### src/hw/rtl/scc_pkg.sv
`default_nettype none

package scc_pkg;

	// Field widths
	localparam int COORD_W = 16;
	localparam int DIST_W  = 16;
	localparam int SUM_W   = 28;
	localparam int CNT_W   = 12;
	localparam int IDX_W   = 6;

	// Defaults and limits
	localparam int MAX_FOES_DEF      = 16;
	localparam int MAX_POINTS_DEF    = 1024;
	localparam int COUNT_MAX         = 4095;
	localparam int SMALLEST_REPORTED = 2;
	localparam logic [DIST_W-1:0] JOIN_DISTANCE_RESET = 16'd150;

	typedef enum logic {
		KIND_CENTROID = 1'b0,
		KIND_SUMMARY  = 1'b1
	} result_kind_t;

	typedef struct packed {
		logic signed [COORD_W-1:0] point_x;
		logic signed [COORD_W-1:0] point_y;
		logic                      point_present;
		logic                      scan_end;
	} scc_in_t;

	typedef struct packed {
		result_kind_t              result_kind;
		logic signed [COORD_W-1:0] centroid_x;
		logic signed [COORD_W-1:0] centroid_y;
		logic [IDX_W-1:0]          cluster_index;
		logic                      last_result;
	} scc_out_t;

	typedef struct packed {
		logic done;
		logic joins;
	} dist_status_t;

	typedef enum logic [2:0] {
		S_IDLE,
		S_POINT,
		S_DIST,
		S_ACC,
		S_DIV,
		S_EMIT,
		S_END,
		S_SUMMARY
	} state_t;

endpackage

`default_nettype wire

### src/hw/rtl/scc_dist.sv
`default_nettype none

// Bit-serial Manhattan distance test against a limit.
// First pass subtracts point and anchor LSB first; second pass takes the
// absolute values, adds them and compares with the limit, all one bit a cycle.
module scc_dist (
	input  logic                               clk,
	input  logic                               arst_n,
	input  logic                               start,
	input  logic signed [scc_pkg::COORD_W-1:0] px,
	input  logic signed [scc_pkg::COORD_W-1:0] py,
	input  logic signed [scc_pkg::COORD_W-1:0] ax,
	input  logic signed [scc_pkg::COORD_W-1:0] ay,
	input  logic [scc_pkg::DIST_W-1:0]         limit,
	output scc_pkg::dist_status_t              status
);

	localparam int W        = scc_pkg::COORD_W;
	localparam int SUB_BITS = W + 1;
	localparam int SUM_BITS = W + 2;
	localparam int LAST     = SUB_BITS + SUM_BITS - 1;
	localparam int CW       = $clog2(LAST + 1);

	logic                  active_q;
	logic [CW-1:0]         cnt_q;
	logic                  done_q;
	logic                  joins_q;

	logic [W-1:0]          xs_q, as_q, ys_q, bs_q;
	logic [scc_pkg::DIST_W-1:0] js_q;
	logic                  lim_max_q;
	logic                  bx_q, by_q;
	logic [SUB_BITS-1:0]   dx_q, dy_q;
	logic                  seenx_q, seeny_q, c_q, gt_q;

	logic sub_phase, last_bit;
	logic dxb, dyb, bx_n, by_n;
	logic axb, ayb, s, c_n, jb, gt_n;

	assign sub_phase = cnt_q < CW'(SUB_BITS);
	assign last_bit  = cnt_q == CW'(LAST);

	// Serial subtract, absolute value, add and compare for the current bit
	always_comb begin
		dxb  = xs_q[0] ^ as_q[0] ^ bx_q;
		bx_n = (~xs_q[0] & as_q[0]) | (~(xs_q[0] ^ as_q[0]) & bx_q);
		dyb  = ys_q[0] ^ bs_q[0] ^ by_q;
		by_n = (~ys_q[0] & bs_q[0]) | (~(ys_q[0] ^ bs_q[0]) & by_q);
		axb  = dx_q[0] ^ (dx_q[SUB_BITS-1] & seenx_q);
		ayb  = dy_q[0] ^ (dy_q[SUB_BITS-1] & seeny_q);
		s    = axb ^ ayb ^ c_q;
		c_n  = (axb & ayb) | (c_q & (axb ^ ayb));
		jb   = js_q[0];
		gt_n = (s & ~jb) | (gt_q & ~(s ^ jb));
	end

	// Sequence the two passes
	always_ff @(posedge clk or negedge arst_n) begin
		if (!arst_n) begin
			active_q <= 1'b0;
			cnt_q    <= '0;
			done_q   <= 1'b0;
			joins_q  <= 1'b0;
		end else begin
			done_q <= active_q && last_bit;
			if (start) begin
				active_q <= 1'b1;
				cnt_q    <= '0;
			end else if (active_q) begin
				if (last_bit) begin
					active_q <= 1'b0;
					joins_q  <= ~gt_n | lim_max_q;
				end else begin
					cnt_q <= cnt_q + CW'(1);
				end
			end
		end
	end

	// Shift operands and partial results
	always_ff @(posedge clk) begin
		if (start) begin
			xs_q      <= px;
			as_q      <= ax;
			ys_q      <= py;
			bs_q      <= ay;
			js_q      <= limit;
			lim_max_q <= &limit;
			bx_q      <= 1'b0;
			by_q      <= 1'b0;
			seenx_q   <= 1'b0;
			seeny_q   <= 1'b0;
			c_q       <= 1'b0;
			gt_q      <= 1'b0;
		end else if (active_q) begin
			if (sub_phase) begin
				xs_q <= {xs_q[W-1], xs_q[W-1:1]};
				as_q <= {as_q[W-1], as_q[W-1:1]};
				ys_q <= {ys_q[W-1], ys_q[W-1:1]};
				bs_q <= {bs_q[W-1], bs_q[W-1:1]};
				dx_q <= {dxb, dx_q[SUB_BITS-1:1]};
				dy_q <= {dyb, dy_q[SUB_BITS-1:1]};
				bx_q <= bx_n;
				by_q <= by_n;
			end else begin
				dx_q    <= {dx_q[SUB_BITS-1], dx_q[SUB_BITS-1:1]};
				dy_q    <= {dy_q[SUB_BITS-1], dy_q[SUB_BITS-1:1]};
				seenx_q <= seenx_q | dx_q[0];
				seeny_q <= seeny_q | dy_q[0];
				c_q     <= c_n;
				gt_q    <= gt_n;
				js_q    <= {1'b0, js_q[scc_pkg::DIST_W-1:1]};
			end
		end
	end

	assign status.done  = done_q;
	assign status.joins = joins_q;

endmodule

`default_nettype wire

### src/hw/rtl/scc_acc.sv
`default_nettype none

// Bit-serial coordinate accumulator: the sum rotates once through a
// one-bit adder while the sign-extended addend shifts in beside it.
module scc_acc (
	input  logic                               clk,
	input  logic                               arst_n,
	input  logic                               clear,
	input  logic                               load,
	input  logic                               start,
	input  logic signed [scc_pkg::COORD_W-1:0] value,
	output logic signed [scc_pkg::SUM_W-1:0]   sum,
	output logic                               done
);

	localparam int W    = scc_pkg::COORD_W;
	localparam int SW   = scc_pkg::SUM_W;
	localparam int LAST = SW - 1;
	localparam int CW   = $clog2(SW);

	logic          active_q;
	logic [CW-1:0] cnt_q;
	logic          done_q;
	logic [SW-1:0] sum_q;
	logic [W-1:0]  add_q;
	logic          c_q;
	logic          s, c_n, last_bit;

	assign last_bit = cnt_q == CW'(LAST);
	assign s        = sum_q[0] ^ add_q[0] ^ c_q;
	assign c_n      = (sum_q[0] & add_q[0]) | (c_q & (sum_q[0] ^ add_q[0]));

	// Sequence the rotation and hold the running sum
	always_ff @(posedge clk or negedge arst_n) begin
		if (!arst_n) begin
			active_q <= 1'b0;
			cnt_q    <= '0;
			done_q   <= 1'b0;
			sum_q    <= '0;
		end else begin
			done_q <= active_q && last_bit;
			if (clear) begin
				active_q <= 1'b0;
				sum_q    <= '0;
			end else if (load) begin
				active_q <= 1'b0;
				sum_q    <= {{(SW - W){value[W-1]}}, value};
			end else if (start) begin
				active_q <= 1'b1;
				cnt_q    <= '0;
			end else if (active_q) begin
				sum_q <= {s, sum_q[SW-1:1]};
				if (last_bit) begin
					active_q <= 1'b0;
				end else begin
					cnt_q <= cnt_q + CW'(1);
				end
			end
		end
	end

	// Shift the addend, sign filling
	always_ff @(posedge clk) begin
		if (start) begin
			add_q <= value;
			c_q   <= 1'b0;
		end else if (active_q) begin
			add_q <= {add_q[W-1], add_q[W-1:1]};
			c_q   <= c_n;
		end
	end

	assign sum  = sum_q;
	assign done = done_q;

endmodule

`default_nettype wire

### src/hw/rtl/scc_div.sv
`default_nettype none

// Restoring divider, one quotient bit a cycle. Divides the magnitude of
// the sum by the point count and restores the sign: truncation toward zero.
module scc_div (
	input  logic                               clk,
	input  logic                               arst_n,
	input  logic                               start,
	input  logic signed [scc_pkg::SUM_W-1:0]   dividend,
	input  logic [scc_pkg::CNT_W-1:0]          divisor,
	output logic                               done,
	output logic signed [scc_pkg::COORD_W-1:0] quotient
);

	localparam int SW   = scc_pkg::SUM_W;
	localparam int DW   = scc_pkg::CNT_W;
	localparam int QW   = scc_pkg::COORD_W;
	localparam int LAST = SW - 1;
	localparam int CW   = $clog2(SW);

	logic          active_q;
	logic [CW-1:0] cnt_q;
	logic          done_q;
	logic          neg_q;
	logic [SW-1:0] num_q;
	logic [DW-1:0] rem_q;
	logic [DW-1:0] den_q;

	logic [DW:0]   trial, diff;
	logic          ge, last_bit;
	logic signed [QW-1:0] q_mag;

	assign last_bit = cnt_q == CW'(LAST);

	// One restoring step
	always_comb begin
		trial = {rem_q, num_q[SW-1]};
		diff  = trial - {1'b0, den_q};
		ge    = trial >= {1'b0, den_q};
	end

	always_ff @(posedge clk or negedge arst_n) begin
		if (!arst_n) begin
			active_q <= 1'b0;
			cnt_q    <= '0;
			done_q   <= 1'b0;
		end else begin
			done_q <= active_q && last_bit;
			if (start) begin
				active_q <= 1'b1;
				cnt_q    <= '0;
			end else if (active_q) begin
				if (last_bit) begin
					active_q <= 1'b0;
				end else begin
					cnt_q <= cnt_q + CW'(1);
				end
			end
		end
	end

	// Load magnitude, then shift quotient bits in
	always_ff @(posedge clk) begin
		if (start) begin
			neg_q <= dividend[SW-1];
			num_q <= dividend[SW-1] ? -dividend : dividend;
			rem_q <= '0;
			den_q <= divisor;
		end else if (active_q) begin
			num_q <= {num_q[SW-2:0], ge};
			rem_q <= ge ? diff[DW-1:0] : trial[DW-1:0];
		end
	end

	assign q_mag    = num_q[QW-1:0];
	assign quotient = neg_q ? -q_mag : q_mag;
	assign done     = done_q;

endmodule

`default_nettype wire

### src/hw/rtl/scan_point_cluster_centroid_core.sv
// Processing: a point tested against the anchor passes through the serial
// distance unit, then the accumulators when it is summed in or the dividers
// when it closes a cluster that reports; a scan end that reports also divides.
// The block takes a new item only when idle, after the last one is done, and
// result emission waits for a free output slot.
// Reset: scan state clears, join_distance returns to 150, no result pending.
`default_nettype none

module scan_point_cluster_centroid_core #(
	parameter int MAX_FOES   = scc_pkg::MAX_FOES_DEF,
	parameter int MAX_POINTS = scc_pkg::MAX_POINTS_DEF
) (
	input  logic                         clk,
	input  logic                         arst_n,
	input  logic                         in_valid,
	output logic                         in_ready,
	input  scc_pkg::scc_in_t             in_data,
	output logic                         out_valid,
	input  logic                         out_ready,
	output scc_pkg::scc_out_t            out_data,
	input  logic                         cfg_valid,
	output logic                         cfg_ready,
	input  logic [scc_pkg::DIST_W-1:0]   cfg_data
);

	localparam int CNW = scc_pkg::CNT_W;
	localparam int IW  = scc_pkg::IDX_W;
	localparam int CLUSTER_CAP = (MAX_POINTS > scc_pkg::COUNT_MAX) ?
		scc_pkg::COUNT_MAX : MAX_POINTS;
	localparam logic [CNW-1:0] CAP       = CNW'(CLUSTER_CAP);
	localparam logic [CNW-1:0] MIN_CNT   = CNW'(scc_pkg::SMALLEST_REPORTED);
	localparam logic [IW-1:0]  FOE_LIMIT = IW'(MAX_FOES - 1);

	scc_pkg::state_t   state_q, state_n;
	scc_pkg::scc_in_t  in_q;
	scc_pkg::scc_out_t out_q;
	logic              out_valid_q;

	logic signed [scc_pkg::COORD_W-1:0] anchor_x_q, anchor_y_q;
	logic [CNW-1:0]             count_q;
	logic [IW-1:0]              reported_q;
	logic                       open_q;
	logic                       closing_end_q;
	logic [scc_pkg::DIST_W-1:0] jd_q;

	scc_pkg::dist_status_t dist_st;
	logic signed [scc_pkg::SUM_W-1:0]   sum_x, sum_y;
	logic signed [scc_pkg::COORD_W-1:0] qx, qy;
	logic acc_done_x, acc_done_y, div_done_x, div_done_y;
	logic acc_done, div_done;

	logic accept, slot_free, reportable, cap_ok;
	logic dist_start, acc_start, div_start, begin_cluster, count_inc;
	logic emit_centroid, emit_summary;

	assign accept     = in_valid && in_ready;
	assign slot_free  = !out_valid_q || out_ready;
	assign reportable = open_q && (count_q > MIN_CNT) && (reported_q < FOE_LIMIT);
	assign cap_ok     = count_q < CAP;
	assign acc_done   = acc_done_x && acc_done_y;
	assign div_done   = div_done_x && div_done_y;
	assign cfg_ready  = 1'b1;

	// Next state
	always_comb begin
		state_n = state_q;
		case (state_q)
			scc_pkg::S_IDLE: begin
				if (accept) state_n = scc_pkg::S_POINT;
			end
			scc_pkg::S_POINT: begin
				if (in_q.point_present && open_q) state_n = scc_pkg::S_DIST;
				else state_n = scc_pkg::S_END;
			end
			scc_pkg::S_DIST: begin
				if (dist_st.done) begin
					if (dist_st.joins) begin
						state_n = cap_ok ? scc_pkg::S_ACC : scc_pkg::S_END;
					end else begin
						state_n = reportable ? scc_pkg::S_DIV : scc_pkg::S_END;
					end
				end
			end
			scc_pkg::S_ACC: begin
				if (acc_done) state_n = scc_pkg::S_END;
			end
			scc_pkg::S_DIV: begin
				if (div_done) state_n = scc_pkg::S_EMIT;
			end
			scc_pkg::S_EMIT: begin
				if (slot_free) begin
					state_n = closing_end_q ? scc_pkg::S_SUMMARY : scc_pkg::S_END;
				end
			end
			scc_pkg::S_END: begin
				if (in_q.scan_end) begin
					state_n = reportable ? scc_pkg::S_DIV : scc_pkg::S_SUMMARY;
				end else begin
					state_n = scc_pkg::S_IDLE;
				end
			end
			scc_pkg::S_SUMMARY: begin
				if (slot_free) state_n = scc_pkg::S_IDLE;
			end
			default: state_n = scc_pkg::S_IDLE;
		endcase
	end

	// Control strobes
	always_comb begin
		in_ready      = 1'b0;
		dist_start    = 1'b0;
		acc_start     = 1'b0;
		div_start     = 1'b0;
		begin_cluster = 1'b0;
		count_inc     = 1'b0;
		emit_centroid = 1'b0;
		emit_summary  = 1'b0;
		case (state_q)
			scc_pkg::S_IDLE: begin
				in_ready = 1'b1;
			end
			scc_pkg::S_POINT: begin
				if (in_q.point_present && open_q) dist_start = 1'b1;
				else if (in_q.point_present) begin_cluster = 1'b1;
			end
			scc_pkg::S_DIST: begin
				if (dist_st.done) begin
					if (dist_st.joins) acc_start = cap_ok;
					else if (reportable) div_start = 1'b1;
					else begin_cluster = 1'b1;
				end
			end
			scc_pkg::S_ACC: begin
				count_inc = acc_done;
			end
			scc_pkg::S_EMIT: begin
				if (slot_free) begin
					emit_centroid = 1'b1;
					begin_cluster = !closing_end_q;
				end
			end
			scc_pkg::S_END: begin
				div_start = in_q.scan_end && reportable;
			end
			scc_pkg::S_SUMMARY: begin
				emit_summary = slot_free;
			end
			default: begin
				in_ready = 1'b0;
			end
		endcase
	end

	// Hold control state and scan state
	always_ff @(posedge clk or negedge arst_n) begin
		if (!arst_n) begin
			state_q       <= scc_pkg::S_IDLE;
			out_valid_q   <= 1'b0;
			anchor_x_q    <= '0;
			anchor_y_q    <= '0;
			count_q       <= '0;
			reported_q    <= '0;
			open_q        <= 1'b0;
			closing_end_q <= 1'b0;
			jd_q          <= scc_pkg::JOIN_DISTANCE_RESET;
		end else begin
			state_q <= state_n;
			if (cfg_valid) jd_q <= cfg_data;
			if (div_start) closing_end_q <= (state_q == scc_pkg::S_END);
			if (count_inc) count_q <= count_q + CNW'(1);
			if (emit_centroid) begin
				reported_q <= reported_q + IW'(1);
				// Close the cluster unless the point reopens one below
				if (closing_end_q) open_q <= 1'b0;
			end
			if (begin_cluster) begin
				anchor_x_q <= in_q.point_x;
				anchor_y_q <= in_q.point_y;
				count_q    <= CNW'(1);
				open_q     <= 1'b1;
			end
			if (emit_summary) begin
				anchor_x_q <= '0;
				anchor_y_q <= '0;
				count_q    <= '0;
				reported_q <= '0;
				open_q     <= 1'b0;
			end
			// Advance the output register
			if (emit_centroid || emit_summary) out_valid_q <= 1'b1;
			else if (out_ready) out_valid_q <= 1'b0;
		end
	end

	// Capture the input transaction and load the result
	always_ff @(posedge clk) begin
		if (accept) in_q <= in_data;
		if (emit_centroid) begin
			out_q.result_kind   <= scc_pkg::KIND_CENTROID;
			out_q.centroid_x    <= qx;
			out_q.centroid_y    <= qy;
			out_q.cluster_index <= reported_q;
			out_q.last_result   <= ~in_q.scan_end;
		end else if (emit_summary) begin
			out_q.result_kind   <= scc_pkg::KIND_SUMMARY;
			out_q.centroid_x    <= '0;
			out_q.centroid_y    <= '0;
			out_q.cluster_index <= reported_q;
			out_q.last_result   <= 1'b1;
		end
	end

	assign out_valid = out_valid_q;
	assign out_data  = out_q;

	scc_dist u_dist (
		.clk    (clk),
		.arst_n (arst_n),
		.start  (dist_start),
		.px     (in_q.point_x),
		.py     (in_q.point_y),
		.ax     (anchor_x_q),
		.ay     (anchor_y_q),
		.limit  (jd_q),
		.status (dist_st)
	);

	scc_acc u_acc_x (
		.clk    (clk),
		.arst_n (arst_n),
		.clear  (emit_summary),
		.load   (begin_cluster),
		.start  (acc_start),
		.value  (in_q.point_x),
		.sum    (sum_x),
		.done   (acc_done_x)
	);

	scc_acc u_acc_y (
		.clk    (clk),
		.arst_n (arst_n),
		.clear  (emit_summary),
		.load   (begin_cluster),
		.start  (acc_start),
		.value  (in_q.point_y),
		.sum    (sum_y),
		.done   (acc_done_y)
	);

	scc_div u_div_x (
		.clk      (clk),
		.arst_n   (arst_n),
		.start    (div_start),
		.dividend (sum_x),
		.divisor  (count_q),
		.done     (div_done_x),
		.quotient (qx)
	);

	scc_div u_div_y (
		.clk      (clk),
		.arst_n   (arst_n),
		.start    (div_start),
		.dividend (sum_y),
		.divisor  (count_q),
		.done     (div_done_y),
		.quotient (qy)
	);

endmodule

`default_nettype wire

### config.mk
export PLATFORM = sky130hd
export DESIGN_NAME = scan_point_cluster_centroid_core
export DESIGN_NICKNAME = d
export VERILOG_FILES = /design/src/hw/rtl/scc_pkg.sv /design/src/hw/rtl/scc_dist.sv /design/src/hw/rtl/scc_acc.sv /design/src/hw/rtl/scc_div.sv /design/src/hw/rtl/scan_point_cluster_centroid_core.sv
export SDC_FILE = /design/constraint.sdc
export NUM_CORES = 1
export LEC_CHECK = 0
export BUFFER_PORTS_ARGS = -buffer_cell sky130_fd_sc_hd__buf_2
export CAP_MARGIN = 0
export CORE_ASPECT_RATIO = 2
export CORE_MARGIN = 2
export CORE_UTILIZATION = 45
export CTS_CLUSTER_SIZE = 12
export DETAILED_ROUTE_END_ITERATION = 8
export PLACE_DENSITY = 0.71
export SLEW_MARGIN = 20
export SYNTH_ARGS = -nofsm -noshare
export SYNTH_HDL_FRONTEND = slang
export SYNTH_SLANG_ARGS = --single-unit
export TNS_END_PERCENT = 1
### constraint.sdc
create_clock -name clk -period 3.2 [get_ports clk]
set_input_delay 0.16 -clock clk [delete_from_list [all_inputs] [get_ports clk]]
set_output_delay 0.16 -clock clk [all_outputs]
set_load 0.01 [all_outputs]
---- Yosys cells after proc, flatten, opt, wreduce, memory -nomap -nowiden ----
Cells that the tools add are included.
operators by class
  add/sub/neg operators ................... 13
  order comparisons ....................... 6
  equality and inequality tests ........... 25
  muxes and demuxes ....................... 123
  bitwise gates (word level) .............. 48
  reductions and logical operators ........ 48
operators with widths
  operator               number
  $mux 28                14
  $mux 16                19
  $mux 15                6
  $mux 39                2
  $mux 12                5
  $mux 5                 12
  $neg 28->28            2
  $mux 1                 45
  $neg 16->16            2
  $mux 3                 10
  $mux 6                 5
  $ge 13x12->1           2
  $pmux 3 s8             1
  $sub 12x12->12         2
  $ne 2x2->1 const B     11
  $reduce_and 2->1       11
  $add 5x1->5 const B    4
  $eq 5x5->1 const B     4
  $reduce_bool 2->1      9
  $reduce_and 16->1      1
  $reduce_bool 3->1      5
  $and 1x1->1            14
  $xor 1x1->1            13
  $add 12x1->12 const B  1
  other kinds (23)       63
word-level totals
  flip-flop bits (word level) ............. 488
  logic and storage cells ................. 332

---- Longest topological paths before layout ----
Gate-level depths: netlist of run 1.
  depth in word-level cells ............... 10
  depth in mapped cells ................... 10
  depth with buffers taken out ............ 10

---- Modules after synthesis ----
A second synthesis of run 1 with hierarchy kept.
second synthesis, totals
  cell total of the unflattened synthesis .. 1,934
  area total of the unflattened synthesis .. 24,195.7 µm²
by module, submodules not included
  module                            times used  cells an instance  area an instance (µm²)
  scan_point_cluster_centroid_core  1           440                5,900.7
  scc_acc                           2           203                2,647.5
  scc_dist                          1           302                5,295.1
  scc_div (u_div_y)                 1           392                3,858.7
  scc_div (u_div_x)                 1           394                3,846.2

---- Worst setup path before layout of run 1 ----
OpenSTA, ideal clock, no wires.
  path type ............................... register -> register
  from .................................... reg state_q[1]
  to ...................................... reg u_dist.dx_q[0], enable pin
  data arrival time ....................... 2.793 ns
  path slack .............................. -0.014 ns
  cell stages (with the launch flop) ...... 8
  buffers on the path ..................... 3
  period minus slack after synthesis ...... 3.214 ns
  path through ............................ dfrtp_1 -> clkbuf_1 -> nor2_1 -> nand4_1 -> clkinv_1 -> clkbuf_1 -> clkbuf_1 -> nor2_1
on the way
  cells in the longest elaborated chain, start to end .. 4
RTL lines
  item                        RTL line                                 source
  start: declaration          scan_point_cluster_centroid_core.sv:34   scc_pkg::state_t state_q, state_n;
  start signal: assignment    scan_point_cluster_centroid_core.sv:158  state_q <= scc_pkg::S_IDLE;
  start signal: assignment    scan_point_cluster_centroid_core.sv:168  state_q <= state_n;
  $eq 3x1->1                  scan_point_cluster_centroid_core.sv:119  case (state_q)
  $mux 1                      scan_point_cluster_centroid_core.sv:119
  named net dist_start        scan_point_cluster_centroid_core.sv:53   logic dist_start, acc_start, div_start, begin_cluster, count_inc;
  $not 1->1 (no line)         n/a
  $reduce_and 2->1 (no line)  n/a
  end signal: assignment      scc_dist.sv:101                          dx_q <= {dxb, dx_q[SUB_BITS-1:1]};
  end signal: assignment      scc_dist.sv:106                          dx_q <= {dx_q[SUB_BITS-1], dx_q[SUB_BITS-1:1]};
  end: declaration            scc_dist.sv:33                           logic [SUB_BITS-1:0] dx_q, dy_q;
The timed path passes the listed nets, and every way through them passes these cells.
A chain may end at the register's enable or synchronous reset.

---- Worst setup path in the final report of run 1 ----
  from .................................... reg u_div_y.den_q[1]
  to ...................................... reg u_div_y.rem_q[9]
on the way
  cells in the longest elaborated chain, start to end .. 2
RTL lines
  item                                            RTL line                      source
  start: declaration                              scc_div.sv:27                 logic [DW-1:0] den_q;
  start signal: assignment                        scc_div.sv:68                 den_q <= divisor;
  $sub 12x12->12 or $ge 13x12->1 (tied branches)  scc_div.sv:38, scc_div.sv:39
  $mux 12 (*)                                     scc_div.sv:71                 rem_q <= ge ? diff[DW-1:0] : trial[DW-1:0];
  end signal: assignment                          scc_div.sv:71
  end: declaration                                scc_div.sv:26                 logic [DW-1:0] rem_q;
Every way passes the cells marked *; elsewhere a longest branch is shown, timed or not.

==> results of run 1 <==
## cells by family after synthesis
| logic type | count (synthesis) | synth area share |
|---|---|---|
| DFF | 488 | 0.611 |
| adders and majority gates | 46 | 0.0284 |
| muxes | 34 | 0.0163 |
| other | 1 | 0.000170 |
| and+or+nand+nor | 892 | 0.171 |
| xor gates and xnor gates | 117 | 0.0464 |
| buffers and inverters | 151 | 0.0258 |
| AOI/OAI and AO/OA | 397 | 0.101 |
## final timing paths
kind	start	end	slack, ns	depth (start not counted)
max in group asynchronous	arst_n	jd_q[7]$_DFFE_PN1P_	2.04	3
worst max register to register	u_div_y.den_q[1]$_DFFE_PP_	u_div_y.rem_q[9]$_SDFFE_PP0P_	0.39	10
worst max-delay path	u_div_y.den_q[1]$_DFFE_PP_	u_div_y.rem_q[9]$_SDFFE_PP0P_	0.39	10
worst min-delay path	cfg_valid	jd_q[4]$_DFFE_PN1P_	0.1	2
min in group asynchronous	arst_n	u_acc_x.active_q$_DFF_PN0_	0.25	2
worst min register to register	u_dist.dy_q[7]$_DFFE_PP_	u_dist.dy_q[6]$_DFFE_PP_	0.41	0
## area by class of cell
class                           count  area [sq um]
Inverter                           55           206
Tap cell                          638           798
Sequential cell                   488         13500
Fill cell                        4313         23100
Timing Repair Buffer              191          1400
Clock buffer                       87          1440
Clock inverter                      3          32.5
Multi-Input combinational cell   1487          8070
## worst max-delay path: stages (launching register included)
cell      delay (ns)
edfxtp_1        0.42
inv_1           0.09
ha_1            0.31
nor2b_1         0.16
o31a_1          0.26
o31a_1          0.27
o211ai_1        0.33
nand2_1         0.30
buf_4           0.24
mux2i_1         0.11
a211oi_1        0.23
## sequential cells by signal, indices dropped and copies added, names as in the netlist, 17 cells and up
signal	cells
in_q	34
out_data	40
u_acc_x.sum	28
u_acc_y.sum	28
u_dist.dx_q	17
u_dist.dy_q	17
u_div_x.num_q	28
u_div_y.num_q	28
## layer usage
| metal | wire length, um | track usage | part of all wire | vias to the layer above |
|---|---|---|---|---|
| li1 | - | - | - | 7657 |
| met1 | 18700 | 0.212 | 0.39 | 7456 |
| met2 | 25500 | 0.353 | 0.53 | 344 |
| met3 | 1720 | 0.0245 | 0.036 | 115 |
| met4 | 1950 | 0.0823 | 0.041 | 0 |
| met5 | 0 | 0 | 0 | - |
## per-stage QoR
stage / power [uW] / util / hold WS [ns]
final: 19200 / 0.525 / 0.0987
after global routing: 20300 / 0.525 / 0.0988
after CTS: 19400 / 0.525 / 0.0624
after detailed placement: 13900 / 0.483 / 0.338
after global placement: 13600 / 0.483 / 0.330
after floorplan: 12400 / - / -0.136
## repair_timing
| item | in CTS | in global routing |
|---|---|---|
| gates resized for setup | 0 | 0 |
| hold endpoints to repair | 141 | 0 |
| hold buffers | 53 | 0 |
## power groups by stage
stage | sequential (uW) | clock, uW | combinational, uW
floorplan | 9430 | 0 | 2950
finish | 9710 | 5380 | 4090
global placement | 9750 | 0 | 3900
CTS | 9700 | 5530 | 4140
detailed placement | 9810 | 0 | 4050
global route | 9900 | 5760 | 4660
## cell usage after synthesis (15+ instances only)
library cell and instances:
o31ai_1 23, o21ai_0 187, or3_1 22, inv_1 52, xor2_1 90, dfxtp_1 33
mux2_2 16, nor2_1 171, nand2_1 549, nand3_1 27, ha_1 39, nor3_1 15
a21oi_1 119, xnor2_1 27, dfrtp_1 161, edfxtp_1 290, clkbuf_1 91, nand4_1 31
mux2i_1 18
==> out/results.ini, run 1 <==
[synth]
synthFlopType = edfxtp_1
ys_ff_latch = 488
ys_warn_count = 0
synth.area.top_cells = edfxtp_1, dfrtp_1, nand2_1
synthCells = 2126
syn_area_sq_um = 22100
synth_cell_types = 62
ys_seq_area_frac = 0.611
synth_top_cell_by_area = edfxtp_1
synth_top_area_share = 0.394
async_flop_share = 0.338
synthesis.nets = 2227
synth.avg_cell_area_sq_um = 10.4
synth-edff-count = 290

[route]
viasPerCell = 5.28
vias = 15600
wl_per_cell_um = 16.2
drtIter0Drc = 1008
wl_um = 47900
drtPass1Iterations = 6
drc_errors = 0
ant_nets = 0

[timing]
finalHoldViolations = 0
worst_slack_ns = 0.394
rsz0062_at_grt = no
fin_skew_ns = 0.0278
relSlewSlack = 0.317
finalSetupViolCount = 0
tns_ns = 0
slew_viol_final = 0
fmaxAchievable_ghz = 0.356
period_needed_ns = 2.81
min_period_over_period = 0.877
worst_pin_slew_ns = 1.02

[place]
pre_cts_slack_ns = 0.419
dp_hpwl_um = 32900
dpl.cell_count = 2806
dpl_cell_area_sq_um = 23400
place.gp.congestion = 0.863
portBuffers = 96

[critical_path]
cp_max_fo = 7
end_kind = register
arrival_ns = 3.30
path_class = reg2reg
required_ns = 3.70
startpoint_type = register

[power_and_ir_drop]
p_per_area_nw_per_um2 = 754
swShare = 0.312
p_seq_frac = 0.506
clkPwrFrac = 0.281
p_int_uw = 13200
p_leak_uw = 0.0106
vdd_drop_max_v = 0.000602
switchingPower_uw = 5990
power_frac_comb = 0.213

[min_path]
hold_class = in2reg

[cells_and_area]
n_antenna_cell = 0
final_cell_mix = nand2_1, edfxtp_1, o21ai_0, nor2_1, dfrtp_1
area_delta_synth_final_pct = 15.1
post-route-cell-area_sq_um = 25400
final_common_cell = nand2_1
drive_gt1_frac = 0.103
fin_nets = 2372
stdcell_count = 2949

[global_route]
grt_max_degree = 109
grt_pass1_wl_um = 79000
grt_pass1_vias = 16000
grtUsageTotal = 0.189
antenna_found_initial = 0
gr-total-overflow = 0

[clock_network]
clk_pin_slew_ns = 0.06
tritoncts = built
numClockSinks = 488
cts_setup_buffers = 0
root_buffer = clkbuf_16
cts_htree_levels = 2
clk_latency_ns = 0.58
cts_buffer_depth = 3
cts_made_buffers = 48

[die]
die_h_um = 317
start_util = 0.456
num_rows = 114
dieArea_sq_um = 51000
die_x_um = 161
fp.coreArea_sq_um = 48500
ioPinCount = 98

[job]
maxCapViolCount = 0

[run_status]
status = finished clean

(Power assumes the default switching activity.)
==> inputs of run 2 (changes only) <==
--- a/config.mk
+++ b/config.mk
@@ -5,14 +5,15 @@
 export SDC_FILE = /design/constraint.sdc
 export NUM_CORES = 1
 export LEC_CHECK = 0
+export ABC_AREA = 1
 export BUFFER_PORTS_ARGS = -buffer_cell sky130_fd_sc_hd__buf_2
 export CAP_MARGIN = 0
 export CORE_ASPECT_RATIO = 2
 export CORE_MARGIN = 2
-export CORE_UTILIZATION = 45
+export CORE_UTILIZATION = 39
 export CTS_CLUSTER_SIZE = 12
 export DETAILED_ROUTE_END_ITERATION = 8
-export PLACE_DENSITY = 0.71
+export PLACE_DENSITY = 0.64
 export SLEW_MARGIN = 20
 export SYNTH_ARGS = -nofsm -noshare
 export SYNTH_HDL_FRONTEND = slang
==> run 2 against run 1 <==
Die area grew 24%. Wire length grew 18%. Design area is 8.3% higher. Combinational power rose by 52%. Cell count up 26%. Non-clock buffer count rose by 22. Setup slack better by 0.23 ns. Highest routed layer unchanged. Clock power up 2%. Count of clock-buffer cells in the layout decreased by 7. First-iteration DRC count increased by 25%.
==> out/results.ini, run 2 <==
[clock_network]
cts_made_buffers = 48  ; unchanged
numClockSinks = 488  ; unchanged
cts_htree_levels = 2  ; unchanged
tritoncts = built  ; unchanged
cts_buffer_depth = 3  ; unchanged
clk_pin_slew_ns = 0.06  ; about the same
ctsResizeCount = 0  ; unchanged
root_buffer = clkbuf_16  ; unchanged
clk_latency_ns = 0.60  ; was 0.58 ns

[global_route]
grt_pass1_wl_um = 93200  ; was 79000 um
antenna_found_initial = 0  ; unchanged
grt_pass1_vias = 18400  ; was 16000
gr-total-overflow = 0  ; unchanged
grtUsageTotal = 0.181  ; was 0.189
grt_max_degree = 89  ; was 109

[route]
drtIter0Drc = 1259  ; was 1008
viasPerCell = 5.01  ; was 5.28
wl_per_cell_um = 15.2  ; was 16.2 um
drtPass1Iterations = 5  ; was 6
vias = 18600  ; was 15600
wl_um = 56500  ; was 47900 um
drc_errors = 0  ; unchanged
ant_nets = 0  ; unchanged

[power_and_ir_drop]
vdd_drop_max_v = 0.000477  ; was 0.000602 V
p_leak_uw = 0.0126  ; was 0.0106 uW
p_per_area_nw_per_um2 = 779  ; was 754 nW/um^2

[timing]
min_period_over_period = 0.804  ; was 0.877
finalSetupViolCount = 0  ; unchanged
rsz0062_at_grt = no  ; unchanged
fmaxAchievable_ghz = 0.389  ; was 0.356 GHz
slew_viol_final = 0  ; unchanged
fin_skew_ns = 0.0182  ; was 0.0278 ns
worst_pin_slew_ns = 0.896  ; was 1.02 ns
relSlewSlack = 0.403  ; was 0.317
period_needed_ns = 2.57  ; was 2.81 ns
finalHoldViolations = 0  ; unchanged

[synth]
synth_top_cell_by_area = edfxtp_1  ; unchanged
synth_fa_ha_area_frac = 0.0262  ; was 0.0284
synth-compound-area-share = 0.0724  ; was 0.101
ys_seq_area_frac = 0.564  ; was 0.611
synth_top_area_share = 0.364  ; was 0.394
synthXorXnorAreaFrac = 0.0198  ; was 0.0463
synth_top_family_by_area = simple AND/OR/NAND/NOR gates  ; unchanged
synthSimpleGateAreaFrac = 0.244  ; was 0.171
synthMostInstantiatedCell = nand2_1  ; unchanged
synth_mux_area_frac = 0  ; was 0.0163
synth.avg_cell_area_sq_um = 8.74  ; was 10.4 sq um
synth_cell_types = 45  ; was 62
synthCells = 2741  ; was 2126
syn_area_sq_um = 23900  ; was 22100 sq um
ys_ff_latch = 488  ; unchanged
synthTopCellsByCount = nand2_1, inv_1, edfxtp_1  ; was nand2_1, edfxtp_1, o21ai_0
ys_warn_count = 0  ; unchanged
synthFlopType = edfxtp_1  ; unchanged
synth-edff-count = 290  ; unchanged
synthesis.nets = 2842  ; was 2227
async_flop_share = 0.338  ; unchanged
synth.area.top_cells = edfxtp_1, dfrtp_1, nand2_1  ; unchanged

[cells_and_area]
stdcell_count = 3711  ; was 2949
drive_gt1_frac = 0.0805  ; was 0.103
area_delta_synth_final_pct = 15.1  ; about the same
final_cell_mix = nand2_1, inv_1, edfxtp_1, nor2_1, nand3_1  ; was nand2_1, edfxtp_1, o21ai_0, nor2_1, dfrtp_1
final_common_cell = nand2_1  ; unchanged
post-route-cell-area_sq_um = 27600  ; was 25400 sq um
largest_register_ffs = 40  ; unchanged
n_antenna_cell = 0  ; unchanged
fin_nets = 2992  ; was 2372

[place]
dpl.cell_count = 3554  ; was 2806
place.gp.congestion = 0.866  ; was 0.863
dp_hpwl_um = 39500  ; was 32900 um
dpl_cell_area_sq_um = 25400  ; was 23400 sq um
portBuffers = 96  ; unchanged

[critical_path]
path_class = reg2reg  ; unchanged
startpoint_type = register  ; unchanged
cp_max_fo = 40  ; was 7
required_ns = 3.68  ; was 3.70 ns
arrival_ns = 3.06  ; was 3.30 ns
end_kind = register  ; unchanged

[die]
ioPinCount = 98  ; unchanged
fp.coreArea_sq_um = 60900  ; was 48500 sq um
die_x_um = 179  ; was 161 um
num_rows = 128  ; was 114
start_util = 0.393  ; was 0.456
dieArea_sq_um = 63500  ; was 51000 sq um
die_h_um = 354  ; was 317 um

[min_path]
hold_class = in2reg  ; unchanged

[run_status]
status = finished clean  ; unchanged

[job]
maxCapViolCount = 0  ; unchanged

[run 2: metal layers]
layer | vias to the layer above | global-route usage | wire length (um)
met2 | 414 | 0.329 | 29600
li1 | 9329 | - | -
met3 | 108 | 0.0198 | 1960
met1 | 8745 | 0.217 | 23000
met5 | - | 0 | 0
met4 | 0 | 0.0715 | 1940
[run 2: metrics by stage]
step           setup slack [ns]  utilization  hold WS [ns]  setup TNS (ns)  power [uW]
6_report                  0.628        0.453        0.0500               0       21500
5_1_grt                   0.355        0.453        0.0874               0       23000
4_1_cts                   0.629        0.453       0.00298               0       21700
3_5_place_dp              0.638        0.417         0.305               0       16100
3_3_place_gp              0.672        0.417         0.310               0       16000
2_1_floorplan            -0.191            -        -0.136           -6.48       14000
[run 2: cell families after synthesis]
family,Yosys count
and+or+nand+nor,1369
DFF,488
buffers and inverters,450
AOI/OAI and AO/OA,333
xor gates and xnor gates,54
adders and majority gates,46
other,1
[run 2: layout make-up]
cell class                 count  area, sq um
fill                        5945        33300
sequential                   488        13500
multi-input combinational   1803         8710
timing repair buffer         213         1620
clock buffer                  80         1350
inverter                     337         1270
tap                          780          976
clock inverter                10          126
[run 2: path summary, 6_finish.rpt]
| path | start | end | slack, ns | depth (start not counted) |
|---|---|---|---|---|
| max in group asynchronous | arst_n | u_div_x.done$_DFF_PN0_ | 2.09 | 3 |
| min in group asynchronous | arst_n | u_acc_x.sum[10]$_DFFE_PN0P_ | 0.23 | 2 |
| worst max-delay path | out_valid$_DFFE_PN0P_ | u_acc_y.sum[13]$_DFFE_PN0P_ | 0.63 | 11 |
| worst min-delay path | cfg_valid | jd_q[8]$_DFFE_PN0P_ | 0.05 | 2 |
| worst min register to register | u_dist.dy_q[7]$_DFFE_PP_ | u_dist.dy_q[6]$_DFFE_PP_ | 0.41 | 0 |
| worst max register to register | out_valid$_DFFE_PN0P_ | u_acc_y.sum[13]$_DFFE_PN0P_ | 0.63 | 11 |
[run 2: critical path: stages, from the launching register on]
cell,delay [ns]
dfrtp_1,0.34
inv_1,0.04
nor2_1,0.23
inv_1,0.15
nand2_1,0.13
nor2_2,0.07
nor2_8,0.11
buf_4,0.41
nand4_2,0.47
buf_4,0.36
nor2_1,0.10
nor2_1,0.05
[run 2: timing repair]
| item | in CTS | in global routing |
|---|---|---|
| hold buffers | 67 | 0 |
| setup buffers | 0 | 0 |
| endpoints found under the hold margin | 132 | 0 |
[run 2: where the power goes]
part | leakage [uW] | internal, uW | switching, uW
registers | 0.00495 | 8870 | 888
clock network | 0.000711 | 3060 | 2440
logic | 0.00694 | 2050 | 4150
total | 0.0126 | 14000 | 7490
